**src/rtl/ihex_pkg.sv**
```systemverilog
// Shared types, constants and helper functions for the HEX record parser.
// No dependencies; used by every other file in rtl.
`default_nettype none

package ihex_pkg;

  typedef struct packed {
    logic [7:0] ch;
    logic       line_end;
  } char_t;

  typedef struct packed {
    logic        kind;
    logic [7:0]  data_byte;
    logic [7:0]  byte_offset;
    logic [15:0] address;
    logic [7:0]  payload_len;
    logic [2:0]  status;
    logic        last;
  } result_t;

  localparam logic [7:0] MAX_PAYLOAD = 8'd255;
  localparam logic [9:0] INDEX_MAX   = 10'd1023;
  localparam logic [7:0] CHAR_COLON  = 8'h3A;

  localparam logic [7:0] REC_DATA      = 8'h00;
  localparam logic [7:0] REC_EOF       = 8'h01;
  localparam logic [7:0] REC_EXT_LIN   = 8'h04;
  localparam logic [7:0] REC_START_LIN = 8'h05;

  localparam logic KIND_DATA   = 1'b0;
  localparam logic KIND_STATUS = 1'b1;

  localparam logic [2:0] ST_DATA      = 3'd0;
  localparam logic [2:0] ST_EOF       = 3'd1;
  localparam logic [2:0] ST_EXT_LIN   = 3'd2;
  localparam logic [2:0] ST_START_LIN = 3'd3;
  localparam logic [2:0] ST_BAD_START = 3'd4;
  localparam logic [2:0] ST_BAD_SUM   = 3'd5;
  localparam logic [2:0] ST_BAD_TYPE  = 3'd6;
  localparam logic [2:0] ST_FORMAT    = 3'd7;

  // Bit 4 set means the character is not a hex digit; the nibble is then zero.
  function automatic logic [4:0] hex_value(input logic [7:0] c);
    logic [4:0] r;
    r = 5'h10;
    if (c >= 8'h30 && c <= 8'h39) r = {1'b0, 4'(c - 8'h30)};
    else if (c >= 8'h41 && c <= 8'h46) r = {1'b0, 4'(c - 8'h37)};
    else if (c >= 8'h61 && c <= 8'h66) r = {1'b0, 4'(c - 8'h57)};
    return r;
  endfunction

  function automatic logic [2:0] type_status(input logic [7:0] t);
    logic [2:0] r;
    unique case (t)
      REC_DATA:      r = ST_DATA;
      REC_EOF:       r = ST_EOF;
      REC_EXT_LIN:   r = ST_EXT_LIN;
      REC_START_LIN: r = ST_START_LIN;
      default:       r = ST_BAD_TYPE;
    endcase
    return r;
  endfunction

endpackage

`default_nettype wire

```
**src/rtl/ihex_line.sv**
```systemverilog
// Per-line decode state and the single-pass character decode.
// Depends on ihex_pkg.
`default_nettype none

module ihex_line (
  input  wire logic              clk,
  input  wire logic              rst,
  input  wire logic              accept,
  input  wire ihex_pkg::char_t   item,
  output logic                   push,
  output ihex_pkg::result_t      result
);

  logic [9:0]  char_index, char_index_next;
  logic [3:0]  high_nibble, high_nibble_next;
  logic [7:0]  byte_sum, byte_sum_next;
  logic [7:0]  length_field, length_field_next;
  logic [15:0] address_field, address_field_next;
  logic [7:0]  type_field, type_field_next;
  logic        err_start, err_start_next;
  logic        err_format, err_format_next;

  logic [4:0]  hex;
  logic [3:0]  nib;
  logic [7:0]  val;
  logic [9:0]  idx_m2;
  logic [8:0]  b;
  logic [8:0]  off;
  logic        have_data;
  logic        len_bad;
  logic [2:0]  st;

  always_comb begin
    hex    = ihex_pkg::hex_value(item.ch);
    nib    = hex[3:0];
    val    = {high_nibble, nib};
    idx_m2 = char_index - 10'd2;
    b      = idx_m2[9:1];
    off    = b - 9'd4;

    char_index_next    = char_index;
    high_nibble_next   = high_nibble;
    byte_sum_next      = byte_sum;
    length_field_next  = length_field;
    address_field_next = address_field;
    type_field_next    = type_field;
    err_start_next     = err_start;
    err_format_next    = err_format;
    have_data          = 1'b0;

    if (char_index == 10'd0) begin
      if (item.ch != ihex_pkg::CHAR_COLON) err_start_next = 1'b1;
    end else if (char_index != ihex_pkg::INDEX_MAX) begin
      if (hex[4]) err_format_next = 1'b1;
      if (char_index[0]) begin
        high_nibble_next = nib;
      end else begin
        byte_sum_next = byte_sum + val;
        if (b == 9'd0) begin
          length_field_next = val;
          if (val > ihex_pkg::MAX_PAYLOAD) err_format_next = 1'b1;
        end else if (b == 9'd1) begin
          address_field_next = {val, 8'h00};
        end else if (b == 9'd2) begin
          address_field_next = {address_field[15:8], val};
        end else if (b == 9'd3) begin
          type_field_next = val;
        end else if (off < {1'b0, length_field} &&
                     (type_field == ihex_pkg::REC_DATA ||
                      type_field == ihex_pkg::REC_EXT_LIN)) begin
          have_data = 1'b1;
        end
      end
    end

    if (char_index != ihex_pkg::INDEX_MAX) char_index_next = char_index + 10'd1;

    len_bad = {1'b0, char_index} != (11'd10 + {2'b00, length_field_next, 1'b0});

    if (err_start_next) st = ihex_pkg::ST_BAD_START;
    else if (err_format_next || len_bad) st = ihex_pkg::ST_FORMAT;
    else if (byte_sum_next != 8'd0) st = ihex_pkg::ST_BAD_SUM;
    else st = ihex_pkg::type_status(type_field_next);

    result.address     = address_field_next;
    result.payload_len = length_field_next;
    if (item.line_end) begin
      result.kind        = ihex_pkg::KIND_STATUS;
      result.data_byte   = 8'd0;
      result.byte_offset = 8'd0;
      result.status      = st;
      result.last        = 1'b1;
    end else begin
      result.kind        = ihex_pkg::KIND_DATA;
      result.data_byte   = val;
      result.byte_offset = off[7:0];
      result.status      = ihex_pkg::ST_DATA;
      result.last        = 1'b0;
    end

    push = accept && (item.line_end || have_data);
  end

  always_ff @(posedge clk) begin
    if (rst || (accept && item.line_end)) begin
      char_index    <= '0;
      high_nibble   <= '0;
      byte_sum      <= '0;
      length_field  <= '0;
      address_field <= '0;
      type_field    <= '0;
      err_start     <= 1'b0;
      err_format    <= 1'b0;
    end else if (accept) begin
      char_index    <= char_index_next;
      high_nibble   <= high_nibble_next;
      byte_sum      <= byte_sum_next;
      length_field  <= length_field_next;
      address_field <= address_field_next;
      type_field    <= type_field_next;
      err_start     <= err_start_next;
      err_format    <= err_format_next;
    end
  end

endmodule

`default_nettype wire

```
**src/rtl/ihex_obuf.sv**
```systemverilog
// Result register with a skid stage that holds one result while out is stalled.
// Depends on ihex_pkg.
`default_nettype none

module ihex_obuf (
  input  wire logic              clk,
  input  wire logic              rst,
  input  wire logic              push,
  input  wire ihex_pkg::result_t push_item,
  output logic                   can_push,
  output logic                   out_valid,
  input  wire logic              out_ready,
  output ihex_pkg::result_t      out_item
);

  logic              skid_valid;
  ihex_pkg::result_t skid_item;
  logic              out_free;

  assign can_push = !skid_valid;
  assign out_free = !out_valid || out_ready;

  always_ff @(posedge clk) begin
    if (rst) begin
      out_valid  <= 1'b0;
      skid_valid <= 1'b0;
    end else if (out_free) begin
      out_valid  <= skid_valid || push;
      skid_valid <= 1'b0;
    end else if (push) begin
      skid_valid <= 1'b1;
    end
  end

  always_ff @(posedge clk) begin
    if (out_free) begin
      if (skid_valid) out_item <= skid_item;
      else if (push) out_item <= push_item;
    end else if (push) begin
      skid_item <= push_item;
    end
  end

endmodule

`default_nettype wire

```
**src/rtl/intel_hex_record_parser.sv**
```systemverilog
// Top level of the HEX record parser: line decode followed by the result buffer.
// Depends on ihex_pkg, ihex_line and ihex_obuf.
//
// Usage: one ASCII character of a record line enters per item on the char
// channel, colon first, with line_end set on the final character. Each payload
// byte of a data or extended-linear-address record leaves on the res channel
// as soon as its second digit is taken; the flagged last character produces
// one status item carrying address, length and the record status. Data bytes
// of a line whose status is an error must be discarded by the receiver.
// A result reaches res through the result register, or the skid entry if stalled.
// Throughput: one character per cycle while char_ready is high; the decode is a
// single pass between the line state registers and the result register.
// Stall: a result register plus one skid entry hold up to two results, so a
// character is still taken in the first stalled cycle; char_ready drops only
// while the skid entry is occupied.
// Reset: clears the line state and empties both result entries; the next
// character is taken as the first of a line.
`default_nettype none

module intel_hex_record_parser (
  input  wire logic              clk,
  input  wire logic              rst,
  input  wire logic              char_valid,
  output logic                   char_ready,
  input  wire ihex_pkg::char_t   char_item,
  output logic                   res_valid,
  input  wire logic              res_ready,
  output ihex_pkg::result_t      res_item
);

  logic              accept;
  logic              push;
  ihex_pkg::result_t result;

  assign accept = char_valid && char_ready;

  ihex_line u_line (
    .clk    (clk),
    .rst    (rst),
    .accept (accept),
    .item   (char_item),
    .push   (push),
    .result (result)
  );

  ihex_obuf u_obuf (
    .clk       (clk),
    .rst       (rst),
    .push      (push),
    .push_item (result),
    .can_push  (char_ready),
    .out_valid (res_valid),
    .out_ready (res_ready),
    .out_item  (res_item)
  );

endmodule

`default_nettype wire

```
**config.mk**
```make
export PLATFORM = sky130hd
export DESIGN_NAME = intel_hex_record_parser
export DESIGN_NICKNAME = d
export VERILOG_FILES = /design/src/rtl/ihex_pkg.sv /design/src/rtl/ihex_line.sv /design/src/rtl/ihex_obuf.sv /design/src/rtl/intel_hex_record_parser.sv
export SDC_FILE = /design/constraint.sdc
export NUM_CORES = 1
export LEC_CHECK = 0
export ABC_AREA = 0
export BUFFER_PORTS_ARGS = -buffer_cell sky130_fd_sc_hd__buf_2
export CAP_MARGIN = 0
export CORE_MARGIN = 2
export CORE_UTILIZATION = 55
export CTS_CLUSTER_SIZE = 24
export DETAILED_ROUTE_END_ITERATION = 6
export HOLD_SLACK_MARGIN = 0.15
export PLACE_DENSITY = 0.74
export SYNTH_ARGS = -nofsm -noshare
export SYNTH_HDL_FRONTEND = slang
export SYNTH_SLANG_ARGS = --single-unit
export TNS_END_PERCENT = 50
```
**constraint.sdc**
```tcl
create_clock -name clk -period 10 [get_ports clk]
set_input_delay 1 -clock clk [delete_from_list [all_inputs] [get_ports clk]]
set_output_delay 1 -clock clk [all_outputs]
set_load 0.03 [all_outputs]
```
---- Word level (Yosys, flattened, before mapping) ----
Cells that the tools add are included.
storage, ports and cells
  flip-flop bits (word level) ............. 148
  bits of input ports ..................... 13
  output and inout bits ................... 47
  word-level logic and storage cells ...... 125
operators by class
  add/sub/neg operators ................... 8
  magnitude comparators ................... 8
  equality and inequality tests ........... 10
  muxes and demuxes ....................... 47
  bitwise operators ....................... 2
  reduce and logical (&&, ||, !) cells .... 26
operator list
  cell                                                                                  number
  8-bit two-way mux                                                                     15
  45-bit two-way mux                                                                    2
  16-bit two-way mux                                                                    5
  8-bit by 3-bit == test with 1-bit output (second input constant)                      3
  9-bit by 2-bit == test with 1-bit output (second input constant)                      2
  17-bit two-way mux                                                                    1
  8-bit by 7-bit greater-or-equal comparator with 1-bit output (second input constant)  2
  8-bit by 7-bit <= comparator with 1-bit output (second input constant)                2
  8-bit logical NOT                                                                     2
  1-bit two-way mux                                                                     16
  5-bit two-way mux                                                                     3
  3-bit case mux with 4 select lines                                                    1
  10-bit by 11-bit inequality test with 1-bit output                                    1
  10-bit by 1-bit adder with 10-bit output (second input constant)                      1
  4-bit by 9-bit adder with 10-bit output (first input constant)                        1
  10-bit logical NOT                                                                    1
  10-bit inequality test (second input constant)                                        1
  10-bit by 2-bit subtractor with 10-bit output (second input constant)                 1
  9-bit by 1-bit == test with 1-bit output (second input constant)                      1
  9-bit logical NOT                                                                     1
  9-bit by 8-bit < comparator with 1-bit output                                         1
  3-bit two-way mux                                                                     3
  9-bit by 3-bit subtractor with 9-bit output (second input constant)                   1
  8-bit adder                                                                           1
  17 further kinds                                                                      33

---- Logic depth before layout (Yosys ltp) ----
Gate-level depths: netlist of run 1.
  word-level depth ........................ 20
  mapped depth ............................ 18
  gate-level depth less buffers ........... 16

---- Modules after synthesis ----
From an unflattened synthesis of run 1, not the netlist that was laid out.
second synthesis, totals
  cells, all modules ...................... 695
  area, all modules ....................... 7810.0 um^2
by module, submodules not included
  module                   times used  cells each  area an instance (um^2)  sequential area each (um^2)
  ihex_line                1           544         4360.4                   1121.1
  ihex_obuf                1           150         3443.3                   2742.6
  intel_hex_record_parser  1           1           6.3                      0.0

---- Worst setup path before layout of run 1 ----
Ideal clock, no wire load.
  path type ............................... register to register
  start point ............................. reg u_line.char_index[1]
  end point ............................... reg u_obuf.out_item[0] (netlist bit), enable pin
  setup time .............................. 0.513 ns
  arrival ................................. 6.384 ns
  data required time ...................... 9.487 ns
  slack ................................... 3.103 ns
  stages on the path, launching flop included .. 17
  path buffers ............................ 1
  period minus slack after synthesis ...... 6.897 ns
  path through ............................ dfxtp_1 clkbuf_1 inv_1 ha_1 xnor2_1 ha_1 inv_1 or4_1 o21ai_0 xnor2_1 inv_1 ha_1 o21ai_0 a21oi_1 nor2_1 a21oi_1 a21boi_0
between the ends
  cells in the longest elaborated chain, start to end .. 16
  elaborated cells on any way between the ends .. 22
  those cells by class .................... add/sub (2); order compare (1); eq/ne (4); mux (8); reduce/logical (7)
RTL lines
  what                                           RTL line          text
  start: declaration                             ihex_line.sv:14   logic [9:0] char_index, char_index_next;
  start signal: assignment                       ihex_line.sv:115  char_index <= char_index_next;
  10-bit by 2-bit subtractor with 10-bit output  ihex_line.sv:37   idx_m2 = char_index - 10'd2;
  9-bit by 3-bit subtractor with 9-bit output    ihex_line.sv:39   off = b - 9'd4;
  9-bit by 8-bit < comparator with 1-bit output  ihex_line.sv:68   end else if (off < {1'b0, length_field} &&
  1-bit logical AND                              ihex_line.sv:68
  1-bit two-way mux                              ihex_line.sv:68
  1-bit two-way mux                              ihex_line.sv:66   end else if (b == 9'd3) begin
  1-bit two-way mux                              ihex_line.sv:64   end else if (b == 9'd2) begin
  1-bit two-way mux                              ihex_line.sv:62   end else if (b == 9'd1) begin
  1-bit two-way mux                              ihex_line.sv:59   if (b == 9'd0) begin
  1-bit two-way mux                              ihex_line.sv:55   if (char_index[0]) begin
  1-bit two-way mux                              ihex_line.sv:53   end else if (char_index != ihex_pkg::INDEX_MAX) begin
  1-bit two-way mux *                            ihex_line.sv:51   if (char_index == 10'd0) begin
  1-bit logical OR *                             ihex_line.sv:101  push = accept && (item.line_end || have_data);
  1-bit logical AND *                            ihex_line.sv:101
  2-bit nonzero test (no source line) *          --
  2-bit AND reduction (no source line) *         --
  end signal: assignment                         ihex_obuf.sv:37   if (skid_valid) out_item <= skid_item;
  end signal: assignment                         ihex_obuf.sv:38   else if (push) out_item <= push_item;
  end: declaration                               ihex_obuf.sv:13   output ihex_pkg::result_t out_item
Every way passes the cells marked *; elsewhere a longest branch is shown, timed or not.
A chain may end at the register's enable or synchronous reset.

==> results of run 1 <==
-- power by group through the flow --
stage	registers (µW)	logic, µW	clock network (µW)
2_1_floorplan	696	78.7	0
3_3_place_gp	678	135	0
3_5_place_dp	679	137	0
4_1_cts	667	139	601
5_1_grt	668	153	626
6_report	667	139	596
-- stage by stage --
step / hold WS, ps / instance area [µm²]
2_1_floorplan: 437 / 7760
3_3_place_gp: 443 / 8160
3_5_place_dp: 450 / 8160
4_1_cts: 462 / 8710
5_1_grt: 495 / 8710
6_report: 472 / 8710
-- sequential cells by signal, summed over array words and instances (netlist names), 4 cells and up --
signal,flops
u_line.type_field,8
u_line.high_nibble,4
u_line.address_field,16
u_obuf.skid_item,44
u_line.char_index,10
u_obuf.out_item,44
u_line.length_field,8
u_line.byte_sum,8
-- layout make-up --
type,instances,area (µm²),share of cell area (%)
clock buffer,21,450,5.17
clock inverter,11,103,1.18
inverter,34,128,1.46
multi-input combinational,545,3640,41.8
sequential,146,3800,43.7
tap,180,225,2.58
timing repair buffer,68,363,4.16
-- worst min-delay path by stage --
| stage | from | to | cells after the start | slack [ps] |
|---|---|---|---|---|
| CTS | u_line.address_field[9] | u_line.address_field[9] | 2 | 460 |
| detailed placement | u_line.address_field[8] | u_line.address_field[8] | 2 | 450 |
| finish | u_line.address_field[9] | u_line.address_field[9] | 2 | 470 |
| global route | u_line.address_field[9] | u_line.address_field[9] | 2 | 490 |
| global placement | u_line.address_field[8] | u_line.address_field[8] | 2 | 440 |
| floorplan | u_line.address_field[10] | u_line.address_field[10] | 2 | 440 |
-- cells in the final DEF, fill, tap and decap left out, drive strengths merged, types with 8 or more instances in the layout --
| cell | n |
|---|---|
| clkbuf | 21 |
| nor2 | 96 |
| a22o | 8 |
| mux2i | 16 |
| or3 | 8 |
| nor3 | 27 |
| a211oi | 19 |
| nor2b | 8 |
| a21oi | 37 |
| nor4 | 14 |
| nand2 | 68 |
| xnor2 | 23 |
| edfxtp | 88 |
| nand3 | 21 |
| mux2 | 33 |
| dfxtp | 58 |
| o31ai | 11 |
| ha | 26 |
| inv | 36 |
| o21ai | 28 |
| buf | 68 |
-- worst reg2reg max path, delay by kind of cell, from the launching register on --
kind / cells / cell delay [ps]
and+or+nand+nor: 5 / 1370
AOI/OAI and AO/OA: 5 / 1480
buffers and inverters: 2 / 360
xor gates and xnor gates: 1 / 150
DFF: 1 / 600
adders and majority gates: 2 / 650
-- routing by layer --
| layer | part of all wire, % | wire [µm] | track usage (%) | vias to the layer above |
|---|---|---|---|---|
| li1 | - | - | - | 2881 |
| met1 | 42 | 8200 | 35.8 | 2939 |
| met2 | 48 | 9540 | 44.5 | 241 |
| met3 | 6.6 | 1300 | 4.46 | 53 |
| met4 | 3.6 | 703 | 13.3 | 0 |
| met5 | 0 | 0 | 0 | - |
-- cell families after synthesis --
| group | Yosys count | share of synthesized area (%) |
|---|---|---|
| buffers and inverters | 81 | 4.31 |
| DFF | 146 | 49.0 |
| muxes | 49 | 7.06 |
| and+or+nand+nor | 287 | 18.1 |
| AOI/OAI and AO/OA | 151 | 13.5 |
| adders and majority gates | 29 | 4.71 |
| xor gates and xnor gates | 29 | 3.27 |
==> reports/metrics.cfg, run 1 <==
[cells_and_area]
drive_gt1_share_pct=18.4
finish.utilization_pct=63.0
area_growth_pct=12.3
final_nets=852
fin_cells=1005
fillers=1113
antenna_cells=0

[routing]
wirelength_um=19700
drtIter0Drc=539
vias_per_cell=6.08
via_count=6114
first_pass_iters=5
avgRoutedWirePerCell_um=19.6
route.detailed.drc=0
ant_nets=0

[global_route]
antenna_found_initial=0
gr-total-overflow=0
first_global_vias=5917
grt_max_degree=55
grt_use_total_pct=27.5
grt_pass1_wl_um=31400

[critical_path]
cp-endpoint=u_obuf.skid_item[3]
r2r-start=u_line.char_index[1]
cp-start-kind=flip-flop
crit_required_ps=10160
crit_path_end_kind=flip-flop
crit-reg2reg-capture=u_obuf.skid_item[3]
cp_slowest_cell=dfxtp_1
crit_family=compound AO/OA/AOI/OAI gates
path_max_fanout=15
crit_path_cell_trace=inv_1, ha_1, nor3b_2, a32o_1, o21ai_1, or3_1, nor2_1, a21oi_1, inv_1, ha_1, xor2_1, nor4_1, nand2_1, a2111oi_4, a41oi_1
cp.arrival_ps=5050
worstRegToRegCells=15
crit_type=flip-flop to flip-flop
critPathBufInv=2
critPathLaunch=u_line.char_index[1]
worst-path-stages=15
crit_path_max_incr_delay_ps=600
rrSetupSlack_ps=5100

[clock_network]
root_buffer=clkbuf_16
post_cts_resized=0
clock_sinks=146
htree_levels=4
cts_hold_buf=0
cts.clk_slew.worst_paths_ps=60
cts.path.max_buffers=2
cts_tree=done
clk_latency_ps=430
cts_made_buffers=17
post_cts_buffers=0

[timing]
finalWorstSetupSlack_ps=5100
fmax_ghz=0.204
maxSlewHeadroom_pct=14.7
fin_skew_ps=6.00
layout_min_cycle_time_ps=4900
hold_viol=0
final_max_slew_viol_count=0
fin_tns_setup_ps=0
setup_violations=0
fin_crit_sh_pct=49.0
tightest_slew_ps=1270
rsz0062_at_grt=false

[pwr]
swShare_pct=25.0
p_clk_share_pct=42.5
internal_power_uw=1050
p_switching_uw=350
vdd_drop_max_mv=0.115
totalPowerFinal_uw=1400
seqPwrFrac_pct=47.6
p_leak_uw=0.00332
p_comb_share_pct=10.0
p_per_area_nw_per_um2=161

[placed_design]
preCtsSetupSlack_ps=4800
hpwlAfterDp_um=13400
placedCellCount=973
io_buffers=59
routabilityCongestion=0.975

[logic_synthesis]
synth_edf_count=88
synth_ff_type=edfxtp_1
yosys.area.top_type=edfxtp_1
yosysWarnings=0
yosys-top-cells-count=nor2_1, edfxtp_1, nand2_1, dfxtp_1, a21oi_1
ys_seq_elements=146
synth_top_area_share_pct=34.1
syn_inst=772
yosysMostFrequentCell=nor2_1
async_flop_share_pct=0
avgSynthCellArea_um2=10.0
synth_area_um2=7760
seq_area_frac_synth_pct=49.0
synth.distinct_cells=81
synth_nets=812
synth.area.top_cells=edfxtp_1, dfxtp_1, mux2_2

[die]
core.rowCount=43
io_pins=60
die-area_um2=15100
die_x_um=123
die_y_um=123
design.core.area_um2=13800
initial_core_util_pct=56.1

[worst_hold_path]
hold_class=flip-flop to flip-flop

[run_status]
status=completed

[run]
max_cap_violations=0

No activity file was read; power rests on OpenSTA's default activity.
==> inputs of run 2 (changes only) <==
--- a/config.mk
+++ b/config.mk
@@ -13,7 +13,7 @@
 export CTS_CLUSTER_SIZE = 24
 export DETAILED_ROUTE_END_ITERATION = 6
 export HOLD_SLACK_MARGIN = 0.15
-export PLACE_DENSITY = 0.74
+export PLACE_DENSITY = 0.77
 export SYNTH_ARGS = -nofsm -noshare
 export SYNTH_HDL_FRONTEND = slang
 export SYNTH_SLANG_ARGS = --single-unit
==> constraint.sdc (replaced) <==
create_clock -name clk -period 4 [get_ports clk]
set_input_delay 0.4 -clock clk [delete_from_list [all_inputs] [get_ports clk]]
set_output_delay 0.4 -clock clk [all_outputs]
set_load 0.03 [all_outputs]
==> run 2 against run 1 <==
Global-route usage is 1.2 points higher. Worst hold slack worse by 250 ps. Non-clock buffer count is 50 higher. Register-to-register slack got worse by 4900 ps. Cell count up 5.0%. Utilization grew 4.1 points. Worst setup slack got worse by 4900 ps. Sequential share of layout area decreased by 2.6 points. Critical path depth fell by 2. First-iteration DRC count up 25%. Clock power grew to 2.9 times the previous value.
==> reports/metrics.cfg, run 2 (synthesized netlist as in run 1, its figures left out) <==
[global_route]
grt_max_degree=50  ; -9.1%
grt_use_total_pct=28.7  ; +1.2 points
antenna_found_initial=0  ; unchanged
grt_pass1_wl_um=32700  ; +4.2%
first_global_vias=6207  ; +4.9%
gr-total-overflow=0  ; unchanged

[die]
initial_core_util_pct=56.1  ; unchanged
die_x_um=123  ; unchanged
die_y_um=123  ; unchanged
die-area_um2=15100  ; unchanged
design.core.area_um2=13800  ; unchanged
io_pins=60  ; unchanged
core.rowCount=43  ; unchanged

[clock_network]
cts_hold_buf=0  ; unchanged
cts_made_buffers=17  ; unchanged
root_buffer=clkbuf_16
clk_latency_ps=430  ; about the same
cts.clk_slew.worst_paths_ps=60  ; about the same
clock_sinks=146  ; unchanged
cts_tree=done
cts.path.max_buffers=2  ; unchanged
htree_levels=4  ; unchanged

[cells_and_area]
fin_cells=1055  ; +5.0%
drive_gt1_share_pct=24.6  ; +6.1 points
layout_common_cells=nor2_1, edfxtp_1, nand2_1, buf_2
reg_top3=u_obuf.out_item (44), u_obuf.skid_item (44), u_line.address_field (16)
area_growth_pct=19.6
fillers=1037  ; -6.8%
final_common_cell=nor2_1
multi_input_area_um2=3710  ; +1.8%
finish.utilization_pct=67.1  ; +4.1 points
antenna_cells=0  ; unchanged
seq_area_um2=3810  ; +0.13%
final_nets=902  ; +5.9%

[placed_design]
hpwlAfterDp_um=14500  ; +7.7%
routabilityCongestion=0.923  ; -5.3%
placedCellCount=1022  ; +5.0%
io_buffers=59  ; unchanged

[critical_path]
crit_type=flip-flop to flip-flop
cp-start-kind=flip-flop
path_max_fanout=8  ; -7
crit_required_ps=4150  ; -6010 ps
cp.arrival_ps=3920  ; -1130 ps
crit_path_end_kind=flip-flop
rrSetupSlack_ps=220  ; -4880 ps

[pwr]
p_per_area_nw_per_um2=408  ; +150%
vdd_drop_max_mv=0.213  ; +85%
p_leak_uw=0.00363  ; +9.5%

[routing]
first_pass_iters=5  ; unchanged
wirelength_um=20800  ; +5.2%
via_count=6319  ; +3.4%
vias_per_cell=5.99  ; -1.5%
ant_nets=0  ; unchanged
avgRoutedWirePerCell_um=19.7  ; +0.18%
drtIter0Drc=675  ; +25%
route.detailed.drc=0  ; unchanged

[timing]
hold_viol=0  ; unchanged
maxSlewHeadroom_pct=26.4  ; +12 points
fin_skew_ps=6.04  ; +0.0408 ps
rsz0062_at_grt=false
layout_min_cycle_time_ps=3780  ; -1120 ps
fin_crit_sh_pct=94.5  ; +46 points
setup_violations=0  ; unchanged
final_max_slew_viol_count=0  ; unchanged
fmax_ghz=0.265  ; +30%
tightest_slew_ps=1090  ; -173 ps

[run_status]
status=completed

[worst_hold_path]
hold_class=primary input to flip-flop

[run]
max_cap_violations=0  ; unchanged

[run 2: cell types whose count changed in the layout (fill, tap and decap cells not counted), moves of 3 or more]
| cell | before | now |
|---|---|---|
| buf_4 | 9 | 56 |
| inv_6 | 2 | 7 |
| bufinv_16 | 1 | 4 |
| clkbuf_1 | 3 | 0 |
| clkinv_4 | 3 | 0 |
| o21ai_0 | 24 | 21 |
| o21ai_1 | 3 | 6 |
[run 2: report_power, final]
group | total [µW] | leakage, µW | internal (µW) | switching (µW)
Clock | 1740 | 0.000314 | 1060 | 674
Sequential | 1660 | 0.00129 | 1640 | 24.2
Combinational | 384 | 0.00203 | 140 | 244
[run 2: what timing repair did]
| item | CTS | global route |
|---|---|---|
| resized for setup | 0 | 7 |
| buffers inserted | 0 | 1 |
| setup endpoints to repair | 0 | 85 |
[run 2: worst paths after layout]
| kind | endpoint | from | cells after the start |
|---|---|---|---|
| setup / recovery | u_obuf.skid_item[3] | u_line.char_index[1] | 13 |
| hold / removal | u_obuf.out_valid | rst | 2 |
| setup reg to reg | u_obuf.skid_item[3] | u_line.char_index[1] | 13 |
| hold reg to reg | u_line.address_field[10] | u_line.address_field[10] | 2 |
[run 2: cell type report]
type / count / area share, %
clock buffer: 17 / 4.58
clock inverter: 15 / 2.33
inverter: 34 / 1.42
multi-input combinational: 545 / 39.9
sequential: 146 / 41.0
tap: 180 / 2.43
timing repair buffer: 118 / 8.26
[run 2: metal layers]
metal  global-route usage, %  share of wire [%]
met2                    46.5                 47
met5                       0                  0
met3                    5.39                6.4
met1                    38.5                 44
met4                    9.99                2.1
[run 2: critical path: stages (launching register included)]
cell	delay, ps
dfxtp_4	420
clkinvlp_4	130
ha_4	200
o21bai_1	150
a211oi_1	240
o21ai_1	150
buf_4	180
nor3_2	550
mux2i_2	320
o21ai_2	80
or3_4	400
a2111oi_4	360
buf_4	200
a41oi_1	120
[run 2: through the flow]
| stage | worst slack (ps) | TNS, ps | hold WS, ps | area, µm² | total power (µW) |
|---|---|---|---|---|---|
| 3_3_place_gp | 24.9 | 0 | 441 | 8610 | 2060 |
| 5_1_grt | 22.5 | 0 | 204 | 9280 | 3890 |
| 4_1_cts | 157 | 0 | 206 | 9250 | 3800 |
| 2_1_floorplan | 12.0 | 0 | 437 | 7850 | 1940 |
| 3_5_place_dp | -161 | -565 | 447 | 8610 | 2070 |
| 6_report | 221 | 0 | 225 | 9280 | 3790 |
==> inputs of run 3 (changes only) <==
--- a/config.mk
+++ b/config.mk
@@ -8,12 +8,14 @@
 export ABC_AREA = 0
 export BUFFER_PORTS_ARGS = -buffer_cell sky130_fd_sc_hd__buf_2
 export CAP_MARGIN = 0
+export CELL_PAD_IN_SITES_DETAIL_PLACEMENT = 1
+export CELL_PAD_IN_SITES_GLOBAL_PLACEMENT = 1
 export CORE_MARGIN = 2
-export CORE_UTILIZATION = 55
+export CORE_UTILIZATION = 43
 export CTS_CLUSTER_SIZE = 24
 export DETAILED_ROUTE_END_ITERATION = 6
 export HOLD_SLACK_MARGIN = 0.15
-export PLACE_DENSITY = 0.77
+export PLACE_DENSITY_LB_ADDON = 0.1
 export SYNTH_ARGS = -nofsm -noshare
 export SYNTH_HDL_FRONTEND = slang
 export SYNTH_SLANG_ARGS = --single-unit
==> run 3 against run 2 <==
Worst hold slack worse by 24 ps. Clock power is 7% lower. Cell count is 6.1% higher. Combinational power is 9.1% higher. Wire length is 16% higher. Flip-flop and latch count stayed put. Critical path depth is 5 higher. Clock skew is 6.2 ps higher. Global-route usage is 3.5 points lower. Utilization is 14 points lower. Register-to-register slack worse by 50 ps. Design area is 2.4% higher. Largest cell class unchanged.
==> reports/metrics.cfg, run 3 (synthesized netlist as in run 1, its figures left out) <==
[run_status]
status=completed

[critical_path]
path_max_fanout=12  ; +4
cp_slowest_cell=or4_1
crit_family=compound AO/OA/AOI/OAI gates
crit_path_max_incr_delay_ps=520  ; -30 ps
crit_type=flip-flop to flip-flop
crit_path_cell_trace=buf_4, o31a_1, nor2_1, buf_4, ha_4, inv_1, or4_1, o21ai_1, xnor2_2, inv_1, ha_1, o21ai_1, a21oi_1, nor2_2, a21oi_4, a21boi_4, buf_12, buf_6
critPathBufInv=6  ; +3
cp.arrival_ps=3960  ; +40 ps
worstRegToRegCells=18  ; +5
cp-start-kind=flip-flop
crit_required_ps=4130  ; -20 ps
crit_path_end_kind=flip-flop
worst-path-stages=18  ; +5

[cells_and_area]
final_nets=917  ; +1.7%
fin_cells=1119  ; +6.1%
final_common_cell=nor2_1
finish.utilization_pct=53.3  ; -14 points
drive_gt1_share_pct=26.1  ; +1.5 points
reg_top3=u_obuf.out_item (44), u_obuf.skid_item (44), u_line.address_field (16)
area_growth_pct=22.5
fillers=1984  ; +91%
antenna_cells=0  ; unchanged
fin_area_um2=9510  ; +2.4%
layout_common_cells=nor2_1, edfxtp_1, nand2_1, buf_4, buf_2

[global_route]
grt_max_degree=39  ; -22%
grt_pass1_wl_um=38200  ; +17%
antenna_found_initial=0  ; unchanged
first_global_vias=6829  ; +10%
gr-total-overflow=0  ; unchanged
grt_use_total_pct=25.2  ; -3.5 points

[placed_design]
preCtsSetupSlack_ps=-164  ; -3.13 ps
placedCellCount=1082  ; +5.9%
placed_area_um2=8790  ; +2.1%
io_buffers=59  ; unchanged
routabilityCongestion=0.891  ; -3.5%
hpwlAfterDp_um=16800  ; +16%

[die]
core.rowCount=49  ; +14%
die_x_um=138  ; +13%
initial_core_util_pct=43.5  ; -13 points
design.core.area_um2=17800  ; +29%
die-area_um2=19100  ; +27%
io_pins=60  ; unchanged
die_y_um=138  ; +13%

[timing]
fmax_ghz=0.261  ; -1.2%
layout_min_cycle_time_ps=3830  ; +47.4 ps
hold_viol=0  ; unchanged
fin_skew_ps=12.2  ; +6.19 ps
fin_crit_sh_pct=95.7  ; +1.2 points
final_max_slew_viol_count=0  ; unchanged
finalWorstSetupSlack_ps=174  ; -47.4 ps
maxSlewHeadroom_pct=22.4  ; -4.0 points
tightest_slew_ps=1150  ; +59.7 ps
setup_violations=0  ; unchanged

[routing]
first_pass_iters=5  ; unchanged
avgRoutedWirePerCell_um=21.5  ; +9.1%
via_count=6439  ; +1.9%
vias_per_cell=5.75  ; -3.9%
drtIter0Drc=403  ; -40%
route.detailed.drc=0  ; unchanged
wirelength_um=24000  ; +16%
ant_nets=0  ; unchanged

[clock_network]
cts.path.max_buffers=2  ; unchanged
root_buffer=clkbuf_16
cts_made_buffers=17  ; unchanged
clk_latency_ps=440  ; about the same
htree_levels=4  ; unchanged
cts.clk_slew.worst_paths_ps=60  ; about the same
cts_tree=done
cts_hold_buf=0  ; unchanged
clock_sinks=146  ; unchanged

[pwr]
totalPowerFinal_uw=3700  ; -2.1%
p_per_area_nw_per_um2=390  ; -4.5%
p_leak_uw=0.00371  ; +2.2%
vdd_drop_max_mv=0.296  ; +39%

[worst_hold_path]
hold_class=primary input to flip-flop
hold_depth=2  ; unchanged

[run]
max_cap_violations=0  ; unchanged

## run 3: changes by cell type in the layout (fill, tap and decap cells not counted), moves of 3 or more
cell and delta:
buf_12 +4, buf_4 +9, clkinv_4 +4, inv_6 -3
## run 3: routing by layer
metal	up-vias	GRT usage, %	routed length [µm]
met5	-	0	0
met4	0	7.36	395
met3	35	4.92	887
met2	141	42.7	12000
met1	3248	33.0	10800
li1	3015	-	-
## run 3: power breakdown
group / internal [µW] / leakage (µW) / total, µW / switching (µW)
combinational: 157 / 0.00214 / 419 / 262
sequential: 1640 / 0.00129 / 1660 / 21.9
clock: 945 / 0.000285 / 1620 / 679
## run 3: through the flow
stage / hold slack (ps) / TNS, ps
after floorplan: 437 / 0
after global placement: 442 / 0
after detailed placement: 451 / -2560
after CTS: 180 / 0
after global routing: 190 / -382
final: 201 / 0
## run 3: worst paths after layout
path	from	to	slack [ps]
min reg2reg	u_line.address_field[8]	u_line.address_field[8]	460
max	u_line.char_index[1]	u_obuf.out_item[2]	170
min	rst	u_obuf.out_valid	200
max reg2reg	u_line.char_index[1]	u_obuf.out_item[2]	170
## run 3: area by class of cell
type	count	area, µm²	area share (%)
Clock inverter	13	150	1.58
Sequential cell	146	3810	40.0
Timing Repair Buffer	133	951	10.0
Multi-Input combinational cell	545	3740	39.3
Tap cell	229	287	3.01
Clock buffer	19	443	4.66
Inverter	34	131	1.38
## run 3: repair_timing
item / in CTS / in global routing
cloned: 0 / 2
endpoints found under the setup margin: 69 / 94
buffers inserted: 0 / 3
gates resized for setup: 1 / 9
pin swaps: 0 / 1
